[src/sv/simac_pkg.sv]
// Types, codes and default sizes of the sparse index match cell.
`timescale 1ns / 1ps
`default_nettype none

package simac_pkg;

   localparam int CMD_W       = 2;
   localparam int PORT_W      = 2;
   localparam int VALUE_W     = 32;
   localparam int INDEX_W     = 16;
   localparam int CSR_INDEX_W = 2;
   localparam int CSR_DATA_W  = 1;
   localparam int RSP_SLOTS   = 4;
   localparam int SLOT_W      = 2;

   localparam int QUEUE_DEPTH_DEFAULT = 8;
   localparam int VALUE_WIDTH_DEFAULT = 32;
   localparam int INDEX_WIDTH_DEFAULT = 16;

   typedef enum logic [CMD_W-1:0] {
      CMD_TICK = 2'd0,
      CMD_A    = 2'd1,
      CMD_B    = 2'd2,
      CMD_PSUM = 2'd3
   } cmd_type;

   typedef enum logic [PORT_W-1:0] {
      PORT_BOTTOM = 2'd0,
      PORT_RIGHT  = 2'd1,
      PORT_PSUM   = 2'd2,
      PORT_STATUS = 2'd3
   } port_type;

   localparam logic [CSR_INDEX_W-1:0] CSR_BOTTOM_PRESENT = 2'd0;
   localparam logic [CSR_INDEX_W-1:0] CSR_RIGHT_PRESENT  = 2'd1;
   localparam logic [CSR_INDEX_W-1:0] CSR_PARALLEL_MODE  = 2'd2;

   // Only the status slot is left in the result buffer.
   localparam logic [RSP_SLOTS-1:0] MASK_STATUS_ONLY = 4'b1000;

   typedef struct packed {
      port_type                   port;
      logic signed [VALUE_W-1:0]  value;
      logic [INDEX_W-1:0]         row_index;
      logic [INDEX_W-1:0]         col_index;
      logic                       idle;
      logic                       overflow;
      logic                       last;
   } rsp_item_type;

   // The results of one tick, one slot per output port, with a mask of those present.
   typedef struct packed {
      logic [RSP_SLOTS-1:0]          mask;
      rsp_item_type [RSP_SLOTS-1:0]  item;
   } bundle_type;

endpackage

`default_nettype wire

[src/sv/simac_if.sv]
// Request and response channel interfaces of the sparse index match cell.
`timescale 1ns / 1ps
`default_nettype none

interface simac_req_if;
   logic                                  valid;
   logic                                  ready;
   logic [simac_pkg::CMD_W-1:0]           cmd;
   logic signed [simac_pkg::VALUE_W-1:0]  value;
   logic [simac_pkg::INDEX_W-1:0]         row_index;
   logic [simac_pkg::INDEX_W-1:0]         col_index;
   logic                                  bottom_busy;
   logic                                  right_busy;

   modport source (output valid, cmd, value, row_index, col_index, bottom_busy, right_busy,
                   input ready);
   modport sink   (input valid, cmd, value, row_index, col_index, bottom_busy, right_busy,
                   output ready);
endinterface

interface simac_rsp_if;
   logic                                  valid;
   logic                                  ready;
   logic [simac_pkg::PORT_W-1:0]          port;
   logic signed [simac_pkg::VALUE_W-1:0]  out_value;
   logic [simac_pkg::INDEX_W-1:0]         out_row_index;
   logic [simac_pkg::INDEX_W-1:0]         out_col_index;
   logic                                  idle;
   logic                                  overflow;
   logic                                  last;

   modport source (output valid, port, out_value, out_row_index, out_col_index, idle,
                   overflow, last, input ready);
   modport sink   (input valid, port, out_value, out_row_index, out_col_index, idle,
                   overflow, last, output ready);
endinterface

`default_nettype wire

[src/sv/simac_queue.sv]
// Element queue with a registered head, used for the A, B and partial-sum operands.
`timescale 1ns / 1ps
`default_nettype none

module simac_queue #(
   parameter int DEPTH = simac_pkg::QUEUE_DEPTH_DEFAULT,
   parameter int WIDTH = 64
) (
   input  wire logic                           clock,
   input  wire logic                           reset,
   input  wire logic                           push,
   input  wire logic [WIDTH-1:0]               push_data,
   input  wire logic                           pop,
   output logic [WIDTH-1:0]                    head,
   output logic [$clog2(DEPTH+1)-1:0]          count
);

   localparam int PTR_W = $clog2(DEPTH);
   localparam int CNT_W = $clog2(DEPTH + 1);

   logic [WIDTH-1:0] mem [DEPTH];

   logic [PTR_W-1:0] rd_ptr_ff, rd_ptr_in;
   logic [PTR_W-1:0] wr_ptr_ff, wr_ptr_in;
   logic [CNT_W-1:0] count_ff, count_in;
   logic [WIDTH-1:0] head_ff;
   logic             push_ok;

   // A push on a full queue is dropped; the caller flags the overflow.
   assign push_ok = push && (count_ff != CNT_W'(DEPTH));

   always_comb begin
      rd_ptr_in = rd_ptr_ff;
      wr_ptr_in = wr_ptr_ff;
      count_in  = count_ff;
      if (pop) begin
         rd_ptr_in = (rd_ptr_ff == PTR_W'(DEPTH - 1)) ? '0 : rd_ptr_ff + 1'b1;
      end
      if (push_ok) begin
         wr_ptr_in = (wr_ptr_ff == PTR_W'(DEPTH - 1)) ? '0 : wr_ptr_ff + 1'b1;
      end
      if (push_ok && !pop) begin
         count_in = count_ff + 1'b1;
      end else if (!push_ok && pop) begin
         count_in = count_ff - 1'b1;
      end
   end

   always_ff @(posedge clock) begin
      if (reset) begin
         rd_ptr_ff <= '0;
         wr_ptr_ff <= '0;
         count_ff  <= '0;
      end else begin
         rd_ptr_ff <= rd_ptr_in;
         wr_ptr_ff <= wr_ptr_in;
         count_ff  <= count_in;
      end
   end

   always_ff @(posedge clock) begin
      if (push_ok) begin
         mem[wr_ptr_ff] <= push_data;
      end
   end

   // The new head comes straight from the write data when it lands in the head slot.
   always_ff @(posedge clock) begin
      if (push_ok && (wr_ptr_ff == rd_ptr_in)) begin
         head_ff <= push_data;
      end else if (pop) begin
         head_ff <= mem[rd_ptr_in];
      end
   end

   assign head  = head_ff;
   assign count = count_ff;

endmodule

`default_nettype wire

[src/sv/simac_rsp_buffer.sv]
// Result register of the cell: holds the results of one tick and sends them one by one.
`timescale 1ns / 1ps
`default_nettype none

module simac_rsp_buffer (
   input  wire logic                   clock,
   input  wire logic                   reset,
   input  wire logic                   load,
   input  wire simac_pkg::bundle_type  bundle,
   output logic                        free,
   simac_rsp_if.source                 rsp_chan
);

   logic [simac_pkg::RSP_SLOTS-1:0]                      mask_ff, mask_in;
   simac_pkg::rsp_item_type [simac_pkg::RSP_SLOTS-1:0]   item_ff;
   logic [simac_pkg::SLOT_W-1:0]                         sel;
   simac_pkg::rsp_item_type                              cur;
   logic                                                 take;

   // The lowest slot still marked is the next result to go out.
   always_comb begin
      sel = '0;
      for (int i = simac_pkg::RSP_SLOTS - 1; i >= 0; i--) begin
         if (mask_ff[i]) begin
            sel = simac_pkg::SLOT_W'(i);
         end
      end
   end

   assign cur  = item_ff[sel];
   assign take = rsp_chan.valid && rsp_chan.ready;
   assign free = (mask_ff == '0) ||
                 ((mask_ff == simac_pkg::MASK_STATUS_ONLY) && rsp_chan.ready);

   always_comb begin
      mask_in = mask_ff;
      if (load) begin
         mask_in = bundle.mask;
      end else if (take) begin
         mask_in = mask_ff & (mask_ff - 1'b1);
      end
   end

   always_ff @(posedge clock) begin
      if (reset) begin
         mask_ff <= '0;
      end else begin
         mask_ff <= mask_in;
      end
   end

   always_ff @(posedge clock) begin
      if (load) begin
         item_ff <= bundle.item;
      end
   end

   assign rsp_chan.valid         = |mask_ff;
   assign rsp_chan.port          = cur.port;
   assign rsp_chan.out_value     = cur.value;
   assign rsp_chan.out_row_index = cur.row_index;
   assign rsp_chan.out_col_index = cur.col_index;
   assign rsp_chan.idle          = cur.idle;
   assign rsp_chan.overflow      = cur.overflow;
   assign rsp_chan.last          = cur.last;

endmodule

`default_nettype wire

[src/sv/sparse_index_match_mac_cell.sv]
// Top level of the sparse index match multiply-accumulate cell.
//
//   channel   direction  handshake            carries
//   req_chan  in         valid / ready        cmd, value, row_index, col_index, busy flags
//   rsp_chan  out        valid / ready        port, out_value, indices, idle, overflow, last
//   csr_*     in         csr_we, no wait      csr_index, csr_wdata
//
// An item is taken into the input register and handled there against the three operand
// queues; a tick waits there while the result register is busy. Arrivals can follow back
// to back. A tick loads its one to four results into the result register, which sends one
// result per cycle while rsp_ready is high, so a tick holds the next one until its last
// result is being taken. Reset empties the queues, clears the overflow flag and sets the
// neighbour flags. While rsp_ready is low, results hold and arrivals keep flowing until a tick waits.
`timescale 1ns / 1ps
`default_nettype none

module sparse_index_match_mac_cell #(
   parameter int QUEUE_DEPTH = simac_pkg::QUEUE_DEPTH_DEFAULT,
   parameter int VALUE_WIDTH = simac_pkg::VALUE_WIDTH_DEFAULT,
   parameter int INDEX_WIDTH = simac_pkg::INDEX_WIDTH_DEFAULT
) (
   input  wire logic                                  clock,
   input  wire logic                                  reset,
   simac_req_if.sink                                  req_chan,
   simac_rsp_if.source                                rsp_chan,
   input  wire logic                                  csr_we,
   input  wire logic [simac_pkg::CSR_INDEX_W-1:0]     csr_index,
   input  wire logic [simac_pkg::CSR_DATA_W-1:0]      csr_wdata
);

   localparam int ELEM_W = VALUE_WIDTH + 2 * INDEX_WIDTH;
   localparam int CNT_W  = $clog2(QUEUE_DEPTH + 1);

   // Configuration registers.
   logic bottom_present_ff, bottom_present_in;
   logic right_present_ff, right_present_in;
   logic parallel_mode_ff, parallel_mode_in;

   // Input register.
   logic                          in_valid_ff, in_valid_in;
   logic [simac_pkg::CMD_W-1:0]   cmd_ff;
   logic [VALUE_WIDTH-1:0]        value_ff;
   logic [INDEX_WIDTH-1:0]        row_ff;
   logic [INDEX_WIDTH-1:0]        col_ff;
   logic                          bottom_busy_ff;
   logic                          right_busy_ff;

   logic overflow_ff, overflow_in;

   logic req_take, proc_go, is_tick, buf_free;

   logic [ELEM_W-1:0] arrival_elem, product_elem;
   logic [ELEM_W-1:0] a_head, b_head, psum_head, psum_front, psum_push_data;
   logic [CNT_W-1:0]  a_count, b_count, psum_count;
   logic a_push, b_push, psum_push, a_pop, b_pop, psum_pop;
   logic a_full, b_full, psum_full, a_nonempty, b_nonempty, psum_nonempty;

   logic [VALUE_WIDTH-1:0]    a_val, b_val, p_val, psum_val;
   logic [INDEX_WIDTH-1:0]    a_row, a_col, b_row, b_col, psum_row, psum_col;
   logic [2*VALUE_WIDTH-1:0]  product_full;

   logic send_bottom, send_right, product_push, overflow_set, psum_has;

   simac_pkg::bundle_type bundle;

   // ---------------------------------------------------------------- configuration
   always_comb begin
      bottom_present_in = bottom_present_ff;
      right_present_in  = right_present_ff;
      parallel_mode_in  = parallel_mode_ff;
      if (csr_we) begin
         case (csr_index)
            simac_pkg::CSR_BOTTOM_PRESENT: bottom_present_in = csr_wdata[0];
            simac_pkg::CSR_RIGHT_PRESENT:  right_present_in  = csr_wdata[0];
            simac_pkg::CSR_PARALLEL_MODE:  parallel_mode_in  = csr_wdata[0];
            default: ;
         endcase
      end
   end

   always_ff @(posedge clock) begin
      if (reset) begin
         bottom_present_ff <= 1'b1;
         right_present_ff  <= 1'b1;
         parallel_mode_ff  <= 1'b0;
      end else begin
         bottom_present_ff <= bottom_present_in;
         right_present_ff  <= right_present_in;
         parallel_mode_ff  <= parallel_mode_in;
      end
   end

   // ---------------------------------------------------------------- input register
   assign proc_go  = in_valid_ff && ((cmd_ff != simac_pkg::CMD_TICK) || buf_free);
   assign is_tick  = proc_go && (cmd_ff == simac_pkg::CMD_TICK);
   assign req_chan.ready = !in_valid_ff || proc_go;
   assign req_take = req_chan.valid && req_chan.ready;

   always_comb begin
      in_valid_in = in_valid_ff;
      if (req_take) begin
         in_valid_in = 1'b1;
      end else if (proc_go) begin
         in_valid_in = 1'b0;
      end
   end

   always_ff @(posedge clock) begin
      if (reset) begin
         in_valid_ff <= 1'b0;
      end else begin
         in_valid_ff <= in_valid_in;
      end
   end

   always_ff @(posedge clock) begin
      if (req_take) begin
         cmd_ff         <= req_chan.cmd;
         value_ff       <= req_chan.value[VALUE_WIDTH-1:0];
         row_ff         <= req_chan.row_index[INDEX_WIDTH-1:0];
         col_ff         <= req_chan.col_index[INDEX_WIDTH-1:0];
         bottom_busy_ff <= req_chan.bottom_busy;
         right_busy_ff  <= req_chan.right_busy;
      end
   end

   // ---------------------------------------------------------------- operand queues
   assign arrival_elem = {value_ff, row_ff, col_ff};

   assign a_push = proc_go && (cmd_ff == simac_pkg::CMD_A);
   assign b_push = proc_go && (cmd_ff == simac_pkg::CMD_B);

   simac_queue #(.DEPTH(QUEUE_DEPTH), .WIDTH(ELEM_W)) u_a_queue (
      .clock(clock), .reset(reset), .push(a_push), .push_data(arrival_elem),
      .pop(a_pop), .head(a_head), .count(a_count)
   );

   simac_queue #(.DEPTH(QUEUE_DEPTH), .WIDTH(ELEM_W)) u_b_queue (
      .clock(clock), .reset(reset), .push(b_push), .push_data(arrival_elem),
      .pop(b_pop), .head(b_head), .count(b_count)
   );

   simac_queue #(.DEPTH(QUEUE_DEPTH), .WIDTH(ELEM_W)) u_psum_queue (
      .clock(clock), .reset(reset), .push(psum_push), .push_data(psum_push_data),
      .pop(psum_pop), .head(psum_head), .count(psum_count)
   );

   assign a_full        = (a_count == CNT_W'(QUEUE_DEPTH));
   assign b_full        = (b_count == CNT_W'(QUEUE_DEPTH));
   assign psum_full     = (psum_count == CNT_W'(QUEUE_DEPTH));
   assign a_nonempty    = (a_count != '0);
   assign b_nonempty    = (b_count != '0);
   assign psum_nonempty = (psum_count != '0);

   assign {a_val, a_row, a_col} = a_head;
   assign {b_val, b_row, b_col} = b_head;

   // ---------------------------------------------------------------- tick decision
   assign product_full = a_val * b_val;
   assign p_val        = product_full[VALUE_WIDTH-1:0];
   assign product_elem = {p_val, a_row, b_col};

   always_comb begin
      send_bottom  = 1'b0;
      send_right   = 1'b0;
      a_pop        = 1'b0;
      b_pop        = 1'b0;
      product_push = 1'b0;
      if (is_tick) begin
         if (a_nonempty && b_nonempty) begin
            if (a_col == b_row) begin
               product_push = 1'b1;
               send_bottom  = 1'b1;
               send_right   = 1'b1;
               a_pop        = 1'b1;
               b_pop        = 1'b1;
            end else if (a_col < b_row) begin
               send_bottom = 1'b1;
               a_pop       = 1'b1;
               send_right  = parallel_mode_ff;
            end else begin
               send_right  = 1'b1;
               b_pop       = 1'b1;
               send_bottom = parallel_mode_ff;
            end
         end else if (b_nonempty) begin
            send_right = 1'b1;
            b_pop      = 1'b1;
         end else if (a_nonempty) begin
            send_bottom = 1'b1;
            a_pop       = 1'b1;
         end
      end
   end

   assign psum_push      = product_push || (proc_go && (cmd_ff == simac_pkg::CMD_PSUM));
   assign psum_push_data = is_tick ? product_elem : arrival_elem;

   // A product pushed onto an empty queue is already the partial sum that leaves this tick when there is a cell below.
   assign psum_has   = psum_nonempty || product_push;
   assign psum_front = psum_nonempty ? psum_head : product_elem;
   assign psum_pop   = is_tick && psum_has && bottom_present_ff;
   assign {psum_val, psum_row, psum_col} = psum_front;

   assign overflow_set = (a_push && a_full) || (b_push && b_full) || (psum_push && psum_full);
   assign overflow_in  = overflow_ff || overflow_set;

   always_ff @(posedge clock) begin
      if (reset) begin
         overflow_ff <= 1'b0;
      end else begin
         overflow_ff <= overflow_in;
      end
   end

   // ---------------------------------------------------------------- results of a tick
   always_comb begin
      bundle.mask[simac_pkg::PORT_BOTTOM] = send_bottom && bottom_present_ff && !bottom_busy_ff;
      bundle.mask[simac_pkg::PORT_RIGHT]  = send_right && right_present_ff && !right_busy_ff;
      bundle.mask[simac_pkg::PORT_PSUM]   = psum_pop;
      bundle.mask[simac_pkg::PORT_STATUS] = 1'b1;

      bundle.item[simac_pkg::PORT_BOTTOM].port      = simac_pkg::PORT_BOTTOM;
      bundle.item[simac_pkg::PORT_BOTTOM].value     = simac_pkg::VALUE_W'(signed'(a_val));
      bundle.item[simac_pkg::PORT_BOTTOM].row_index = simac_pkg::INDEX_W'(a_row);
      bundle.item[simac_pkg::PORT_BOTTOM].col_index = simac_pkg::INDEX_W'(a_col);
      bundle.item[simac_pkg::PORT_BOTTOM].idle      = 1'b0;
      bundle.item[simac_pkg::PORT_BOTTOM].overflow  = 1'b0;
      bundle.item[simac_pkg::PORT_BOTTOM].last      = 1'b0;

      bundle.item[simac_pkg::PORT_RIGHT].port       = simac_pkg::PORT_RIGHT;
      bundle.item[simac_pkg::PORT_RIGHT].value      = simac_pkg::VALUE_W'(signed'(b_val));
      bundle.item[simac_pkg::PORT_RIGHT].row_index  = simac_pkg::INDEX_W'(b_row);
      bundle.item[simac_pkg::PORT_RIGHT].col_index  = simac_pkg::INDEX_W'(b_col);
      bundle.item[simac_pkg::PORT_RIGHT].idle       = 1'b0;
      bundle.item[simac_pkg::PORT_RIGHT].overflow   = 1'b0;
      bundle.item[simac_pkg::PORT_RIGHT].last       = 1'b0;

      bundle.item[simac_pkg::PORT_PSUM].port        = simac_pkg::PORT_PSUM;
      bundle.item[simac_pkg::PORT_PSUM].value       = simac_pkg::VALUE_W'(signed'(psum_val));
      bundle.item[simac_pkg::PORT_PSUM].row_index   = simac_pkg::INDEX_W'(psum_row);
      bundle.item[simac_pkg::PORT_PSUM].col_index   = simac_pkg::INDEX_W'(psum_col);
      bundle.item[simac_pkg::PORT_PSUM].idle        = 1'b0;
      bundle.item[simac_pkg::PORT_PSUM].overflow    = 1'b0;
      bundle.item[simac_pkg::PORT_PSUM].last        = 1'b0;

      bundle.item[simac_pkg::PORT_STATUS].port      = simac_pkg::PORT_STATUS;
      bundle.item[simac_pkg::PORT_STATUS].value     = '0;
      bundle.item[simac_pkg::PORT_STATUS].row_index = '0;
      bundle.item[simac_pkg::PORT_STATUS].col_index = '0;
      bundle.item[simac_pkg::PORT_STATUS].idle      = !a_nonempty && !b_nonempty &&
                                                      !psum_nonempty;
      bundle.item[simac_pkg::PORT_STATUS].overflow  = overflow_in;
      bundle.item[simac_pkg::PORT_STATUS].last      = 1'b1;
   end

   simac_rsp_buffer u_rsp_buffer (
      .clock    (clock),
      .reset    (reset),
      .load     (is_tick),
      .bundle   (bundle),
      .free     (buf_free),
      .rsp_chan (rsp_chan)
   );

endmodule

`default_nettype wire

[src/flat_wrapper.sv]
// flat-port wrapper written by rule: the top's interface ports become plain ports
module sparse_index_match_mac_cell_flat 
#(
   parameter int QUEUE_DEPTH = simac_pkg::QUEUE_DEPTH_DEFAULT,
   parameter int VALUE_WIDTH = simac_pkg::VALUE_WIDTH_DEFAULT,
   parameter int INDEX_WIDTH = simac_pkg::INDEX_WIDTH_DEFAULT
)
  (clock, reset, csr_we, csr_index, csr_wdata, req_chan_valid, req_chan_cmd, req_chan_value, req_chan_row_index, req_chan_col_index, req_chan_bottom_busy, req_chan_right_busy, req_chan_ready, rsp_chan_valid, rsp_chan_port, rsp_chan_out_value, rsp_chan_out_row_index, rsp_chan_out_col_index, rsp_chan_idle, rsp_chan_overflow, rsp_chan_last, rsp_chan_ready);
  simac_req_if req_chan_i ();
  simac_rsp_if rsp_chan_i ();
  input  wire logic clock;
  input  wire logic reset;
  input  wire logic csr_we;
  input  wire logic [simac_pkg::CSR_INDEX_W-1:0] csr_index;
  input  wire logic [simac_pkg::CSR_DATA_W-1:0] csr_wdata;
  input wire logic [$bits(req_chan_i.valid)-1:0] req_chan_valid;
  input wire logic [$bits(req_chan_i.cmd)-1:0] req_chan_cmd;
  input wire logic [$bits(req_chan_i.value)-1:0] req_chan_value;
  input wire logic [$bits(req_chan_i.row_index)-1:0] req_chan_row_index;
  input wire logic [$bits(req_chan_i.col_index)-1:0] req_chan_col_index;
  input wire logic [$bits(req_chan_i.bottom_busy)-1:0] req_chan_bottom_busy;
  input wire logic [$bits(req_chan_i.right_busy)-1:0] req_chan_right_busy;
  output wire logic [$bits(req_chan_i.ready)-1:0] req_chan_ready;
  output wire logic [$bits(rsp_chan_i.valid)-1:0] rsp_chan_valid;
  output wire logic [$bits(rsp_chan_i.port)-1:0] rsp_chan_port;
  output wire logic [$bits(rsp_chan_i.out_value)-1:0] rsp_chan_out_value;
  output wire logic [$bits(rsp_chan_i.out_row_index)-1:0] rsp_chan_out_row_index;
  output wire logic [$bits(rsp_chan_i.out_col_index)-1:0] rsp_chan_out_col_index;
  output wire logic [$bits(rsp_chan_i.idle)-1:0] rsp_chan_idle;
  output wire logic [$bits(rsp_chan_i.overflow)-1:0] rsp_chan_overflow;
  output wire logic [$bits(rsp_chan_i.last)-1:0] rsp_chan_last;
  input wire logic [$bits(rsp_chan_i.ready)-1:0] rsp_chan_ready;
  assign req_chan_i.valid = req_chan_valid;
  assign req_chan_i.cmd = req_chan_cmd;
  assign req_chan_i.value = req_chan_value;
  assign req_chan_i.row_index = req_chan_row_index;
  assign req_chan_i.col_index = req_chan_col_index;
  assign req_chan_i.bottom_busy = req_chan_bottom_busy;
  assign req_chan_i.right_busy = req_chan_right_busy;
  assign req_chan_ready = req_chan_i.ready;
  assign rsp_chan_valid = rsp_chan_i.valid;
  assign rsp_chan_port = rsp_chan_i.port;
  assign rsp_chan_out_value = rsp_chan_i.out_value;
  assign rsp_chan_out_row_index = rsp_chan_i.out_row_index;
  assign rsp_chan_out_col_index = rsp_chan_i.out_col_index;
  assign rsp_chan_idle = rsp_chan_i.idle;
  assign rsp_chan_overflow = rsp_chan_i.overflow;
  assign rsp_chan_last = rsp_chan_i.last;
  assign rsp_chan_i.ready = rsp_chan_ready;
  sparse_index_match_mac_cell #(.QUEUE_DEPTH(QUEUE_DEPTH), .VALUE_WIDTH(VALUE_WIDTH), .INDEX_WIDTH(INDEX_WIDTH)) u_core (.clock(clock), .reset(reset), .req_chan(req_chan_i), .rsp_chan(rsp_chan_i), .csr_we(csr_we), .csr_index(csr_index), .csr_wdata(csr_wdata));
endmodule
[config.mk]
export PLATFORM = sky130hd
export DESIGN_NAME = sparse_index_match_mac_cell_flat
export DESIGN_NICKNAME = d
export VERILOG_FILES = /design/src/sv/simac_pkg.sv /design/src/sv/simac_if.sv /design/src/sv/simac_queue.sv /design/src/sv/simac_rsp_buffer.sv /design/src/sv/sparse_index_match_mac_cell.sv /design/src/flat_wrapper.sv
export SDC_FILE = /design/constraint.sdc
export NUM_CORES = 2
export LEC_CHECK = 0
export ABC_AREA = 0
export BUFFER_PORTS_ARGS = -buffer_cell sky130_fd_sc_hd__buf_4
export CAP_MARGIN = 0
export CORE_MARGIN = 5
export CORE_UTILIZATION = 69
export CTS_CLUSTER_SIZE = 14
export DETAILED_ROUTE_END_ITERATION = 6
export PLACE_DENSITY_LB_ADDON = 0.15
export SLEW_MARGIN = 20
export SYNTH_ARGS = -nofsm -noshare
export SYNTH_HDL_FRONTEND = slang
export SYNTH_HIERARCHICAL = 1
export SYNTH_SLANG_ARGS = --single-unit
[constraint.sdc]
create_clock -name clock -period 33.5 [get_ports clock]
set_input_delay 8.375 -clock clock [delete_from_list [all_inputs] [get_ports clock]]
set_output_delay 8.375 -clock clock [all_outputs]
set_load 0.03 [all_outputs]
======== Word level (Yosys, flattened, before mapping) ========
Memories as Yosys holds them, arrays and structs flattened. A register that Yosys moved wholly into a read port is not among the register bits.
Index checks and enable logic that the tools add are counted.
cells by class
  add/sub/neg operators ................... 13
  multiply operators ...................... 1
  order comparisons ....................... 2
  equality and inequality tests ........... 22
  muxes and demuxes ....................... 55
  bitwise logic cells ..................... 1
  reductions and logical operators ........ 71
operators with widths
  cell                 count
  $bmux 69 s2          1
  $mux 64              2
  $mux 69              1
  $logic_and 1x1->1    32
  $mul 32x32->32       1
  $mux 4               8
  $mux 1               30
  $mux 3               9
  $add 3x1->3 const B  6
  $eq 3x3->1 const B   6
  $reduce_bool 2->1    9
  $eq 16x16->1         1
  $eq 4x4->1 const B   4
  $lt 16x16->1         1
  $sub 4x1->4 const B  4
  $add 4x1->4 const B  3
  $logic_not 1->1      12
  $ne 4x4->1 const B   3
  $reduce_bool 4->1    3
  $eq 3x3->1           3
  $logic_or 1x1->1     8
  $mux 2               4
  $eq 2x2->1 const B   3
  $reduce_and 2->1     3
  6 further kinds      8
word-level totals
  register bits ........................... 301
  RAM bits ................................ 1536
  input port bits ......................... 76
  word-level logic and storage cells ...... 200
  memories ................................ 3
memories
  name                     words  width  rd ports  clocked after memory_dff  wr ports  RTL line           RTL
  u_core.u_a_queue.mem     8      64     1         1                         1         simac_queue.sv:21  logic [WIDTH-1:0] mem [DEPTH];
  u_core.u_b_queue.mem     8      64     1         1                         1         simac_queue.sv:21
  u_core.u_psum_queue.mem  8      64     1         1                         1         simac_queue.sv:21

======== Longest topological paths before layout ========
  word-level depth ........................ 14
  depth in mapped cells ................... 30

======== Modules after synthesis ========
Netlist, hierarchy kept.
modules (own cells, without submodules)
  module                               instances  cells an instance  area each (µm²)  sequential area each (µm²)
  simac_queue at u_core.u_b_queue ...  2          1602               24064.3          17496.8
  simac_queue at u_core.u_a_queue      1          1594               24015.5          17496.8
  sparse_index_match_mac_cell          1          2271               20015.4          2142.1
  simac_rsp_buffer                     1          700                11237.0          8368.0

======== Least setup slack after synthesis ========
OpenSTA, ideal clock, no wires.
  kind .................................... input -> register
  from .................................... in rsp_chan_ready
  to ...................................... reg u_core/u_rsp_buffer/mask_ff[3] in the netlist's numbering
  arrival ................................. 17.695 ns
  required time ........................... 33.353 ns
  setup slack ............................. 15.658 ns
  stages .................................. 8
  cell sequence ........................... inv_1 > a21boi_0 > nand2_1 > inv_1 > clkbuf_1 > inv_1 > o311ai_0 > a21oi_1
on the way
  cells in the longest elaborated chain, start to end .. 6
  elaborated cells between the ends (all ways) .. 8
ends and longest elaborated chain
  what                                         RTL line                           RTL
  start: declaration                           flat_wrapper.sv:32                 input wire logic [$bits(rsp_chan_i.ready)-1:0] rsp_chan_ready;
  $logic_and 1x1->1 (*)                        simac_rsp_buffer.sv:33             ((mask_ff == simac_pkg::MASK_STATUS_ONLY) && rsp_chan.ready);
  $logic_or 1x1->1 (*)                         simac_rsp_buffer.sv:32             assign free = (mask_ff == '0) ||
  net u_core.buf_free                          sparse_index_match_mac_cell.sv:50  logic req_take, proc_go, is_tick, buf_free;
  $logic_or 1x1->1 (*)                         sparse_index_match_mac_cell.sv:94  assign proc_go = in_valid_ff && ((cmd_ff != simac_pkg::CMD_TICK) || buf_free);
  $logic_and 1x1->1 (*)                        sparse_index_match_mac_cell.sv:94
  $logic_and 1x1->1 (*)                        sparse_index_match_mac_cell.sv:95  assign is_tick = proc_go && (cmd_ff == simac_pkg::CMD_TICK);
  net u_core.is_tick                           sparse_index_match_mac_cell.sv:50
  $mux 4 or $reduce_bool 2->1 (tied branches)  -
  end signal: assignment                       simac_rsp_buffer.sv:48             mask_ff <= mask_in;
  end: declaration                             simac_rsp_buffer.sv:14             logic [simac_pkg::RSP_SLOTS-1:0] mask_ff, mask_in;
Mark *: on every way through the listed nets, which the timed path passes. The rest lies on a longest branch.
A chain may end at the register's enable or synchronous reset.

======== Final worst setup path ========
  from .................................... in rsp_chan_ready
  to ...................................... out req_chan_ready
on the way
  cells in the longest elaborated chain, start to end .. 5
ends and longest elaborated chain
  what                 RTL line                           RTL
  $logic_and 1x1->1    simac_rsp_buffer.sv:33
  $logic_or 1x1->1     simac_rsp_buffer.sv:32
  net u_core.buf_free  sparse_index_match_mac_cell.sv:50
  $logic_or 1x1->1     sparse_index_match_mac_cell.sv:94
  $logic_and 1x1->1    sparse_index_match_mac_cell.sv:94
  $logic_or 1x1->1     sparse_index_match_mac_cell.sv:96  assign req_chan.ready = !in_valid_ff || proc_go;
  end: declaration     flat_wrapper.sv:23                 output wire logic [$bits(req_chan_i.ready)-1:0] req_chan_ready;
The timed path passes the listed nets, and every way through them passes these cells.

==> metrics.csv <==
metric,value,unit
status,"finished, final reports clean",
Slowest cell on crit path,nor3_1,
sequential area share after synthesis,60.9,%
share of layout cells above drive strength 1,11.6,%
r2r setup slk,25.19,ns
Tcrit/Tclk final,53.3,%
synth unique cells,78,
Overall Global Routing Usage,37.2,%
Period minus WS final,17.85,ns
Pleak,42.5,nW
Area contributors post-synth,"edfxtp_1 (60%), fa_1 (8.0%), nand2_1 (5.6%)",
clock skew,0.0527,ns
CTS Sinks,2111,
buffers and inverters on the worst path,4,
ys async rst share,0,%
Post-CTS Setup Inserts,0,
crit-path max FO,3,
Top Ports,147,
main flop type after synthesis,edfxtp_1,
Longest Clk Path Bufs,3,
Synth warnings,6,
worst-skew pair later-pin latency,0.85,ns
CP arrival,9.48,ns
GRT Residual Overflow,0,
area delta synth->final,9.68,%
RSZ-0062 raised after global routing,no,
slew margin rel.,19.7,%
Residual DRC,0,
path category of the worst min-delay check,flip-flop to flip-flop,
Setup Viol. Count Final,0,
crit start category,input pin,
Initial Util,69.2,%
Die Width,397,µm
largest net degree at the start of global routing,169,
Final Hold Fails,0,
post-synth top area share,60.2,%
H-tree depth,4,
CTS Buf Count,202,
Detail Route Antenna Nets,0,
Synth Register Bits,2111,
Routed WL per cell,29.2,µm
DIE AREA,0.158,mm²
Peak VDD IR,0.294,mV
"EDFF count, synth",2072,
vias in the first global route,68200,
core footprint,0.149,mm²
row count,142,
CTS tree,yes,
number of max-cap violations,0,
CTS resizes,0,
root buffer cell,clkbuf_16,
Peak Freq,0.0560,GHz
CP peak stage delay,0.51,ns
Cell Pwr Density,74.5,mW/mm²
worst-margin pin slew,1.20,ns
Buffers on Ports,146,
# hold bufs at CTS,0,
Detailed Route WL,294,mm
crit path kind,input pin to output pin,
Filler cells,8955,
first-pass GRT wire length,430,mm
leading area contributor after synthesis,edfxtp_1,
worst-path cell chain,buf_4 > inv_1 > a21boi_0 > nor3_1 > inv_1 > buf_4,
Mapped Cells,7769,
Synth Area per Inst,13.3,µm²
via count,67800,
final setup TNS,0,ns
routability cong.,0.915,
drt first pass iters,6,
Initial DRC Count,9041,
Max Slew Vio Count,0,
Die Ht,397,µm
cell area after synthesis,0.103,mm²
Worst-path clk slew,0.06,ns
DP Wirelength,172,mm
Crit path required time,25.12,ns
nets,8523,
via/cell ratio,6.73,
cell family with most CP delay,simple AND/OR/NAND/NOR gates,
Worst setup EP type,output pin,
initial antenna violation count,13,
Total Power,0.00845,W
routing by layer:
metal  GRT usage (%)  vias to the layer above  wire [µm]
li1                -                    28200          -
met3            8.71                      989      37800
met1            49.7                    33700     104000
met2            58.8                     4857     136000
met5               0                        -        107
met4            17.6                       12      16400
through the flow:
step	cell area, µm²	hold WS (ns)	utilization, %	cells	setup WS, ns
2_1_floorplan	104000	0.421	-	7850	15.66
3_3_place_gp	107000	0.440	71.5	9686	15.63
3_5_place_dp	107000	0.443	71.5	9686	15.67
4_1_cts	113000	0.457	75.9	10100	15.66
5_1_grt	113000	0.482	75.9	10100	15.58
6_report	113000	0.460	75.9	10100	15.65
logic make-up after synthesis:
logic type	after synthesis	synth area share, %
AOI/OAI and AO/OA	1306	9.48
xor gates and xnor gates	101	0.856
adders and majority gates	571	9.89
buffers and inverters	914	3.67
DFF	2111	60.9
muxes	573	5.78
other	2	0.00726
and+or+nand+nor	2191	9.39
cell type report:
| class | instances | area [µm²] | share of cell area, % |
|---|---|---|---|
| clock buffer | 257 | 5320 | 4.69 |
| antenna | 5 | 12.5 | 0.0110 |
| timing repair buffer | 313 | 2420 | 2.13 |
| inverter | 423 | 1600 | 1.41 |
| multi-input combinational | 4825 | 37300 | 32.9 |
| clock inverter | 121 | 1210 | 1.07 |
| tap | 2016 | 2520 | 2.22 |
| sequential | 2111 | 63000 | 55.6 |
where the power goes:
| part | internal, W | leakage, nW | total [W] | switching [W] |
|---|---|---|---|---|
| combinational | 0.00120 | 20.3 | 0.00307 | 0.00188 |
| sequential | 0.00307 | 19.1 | 0.00311 | 0.0000421 |
| clock | 0.00127 | 3.18 | 0.00226 | 0.000989 |
| total | 0.00554 | 42.5 | 0.00845 | 0.00291 |
worst paths after layout:
path | startpoint | cells after the start | to
max | rsp_chan_ready | 6 | req_chan_ready
min | u_core/u_a_queue/head[63]$_DFFE_PP_ | 0 | u_core/u_rsp_buffer/item_ff[66]$_DFFE_PP_
max reg2reg | u_core/u_a_queue/head[46]$_DFFE_PP_ | 24 | u_core/u_psum_queue/head[62]$_DFFE_PP_
min reg2reg | u_core/u_a_queue/head[63]$_DFFE_PP_ | 0 | u_core/u_rsp_buffer/item_ff[66]$_DFFE_PP_
sequential cells by signal, indices dropped and copies added, names as in the netlist, 4 cells and up:
signal / count
u_core/col_ff: 16
u_core/row_ff: 16
u_core/u_a_queue/count: 4
u_core/u_a_queue/head: 64
u_core/u_a_queue/mem: 512
u_core/u_b_queue/count: 4
u_core/u_b_queue/head: 64
u_core/u_b_queue/mem: 512
u_core/u_psum_queue/count: 4
u_core/u_psum_queue/head: 64
u_core/u_psum_queue/mem: 512
u_core/u_rsp_buffer/item_ff: 276
u_core/u_rsp_buffer/mask_ff: 4
u_core/value_ff: 32
cell usage after synthesis (4+ instances only):
cell and instances:
o21ai_0 228, a21oi_2 5, a22o_1 19, a311oi_1 18
o2bb2ai_1 176, mux2_2 193, or2_2 8, nor3_1 21
buf_4 40, o21bai_1 4, dfxtp_1 39, a32o_1 178
o31ai_1 248, nand3_1 12, and2_1 309, fa_1 411
mux2i_1 380, clkbuf_1 260, o21a_1 6, ha_1 160
a21oi_1 237, xor2_1 26, o311a_1 18, xnor2_1 75
nor2_1 94, o221a_2 59, buf_1 39, or3_1 11
a22oi_1 16, nor4_1 6, nand2b_1 19, o21ai_1 30
edfxtp_1 2072, nand2_1 1539, a21o_1 16, buf_2 147
o221a_1 10, inv_1 421, nor2b_1 84, nor3b_1 71
layout by cell type (no fill, tap or decap), types with 51 or more instances in the layout:
| cell | instances |
|---|---|
| clkbuf_1 | 51 |
| mux2_2 | 193 |
| o21ai_0 | 217 |
| and2_1 | 309 |
| buf_4 | 307 |
| o31ai_1 | 248 |
| nor3b_1 | 71 |
| nand2_1 | 1537 |
| nor2b_1 | 82 |
| edfxtp_1 | 2072 |
| mux2i_1 | 380 |
| a21oi_1 | 237 |
| a32o_1 | 177 |
| o2bb2ai_1 | 176 |
| clkbuf_16 | 204 |
| clkinv_1 | 51 |
| inv_1 | 420 |
| ha_1 | 160 |
| o221a_2 | 59 |
| fa_1 | 411 |
| conb_1 | 83 |
| nor2_1 | 83 |
| xnor2_1 | 75 |
(Power assumes the default switching activity.)
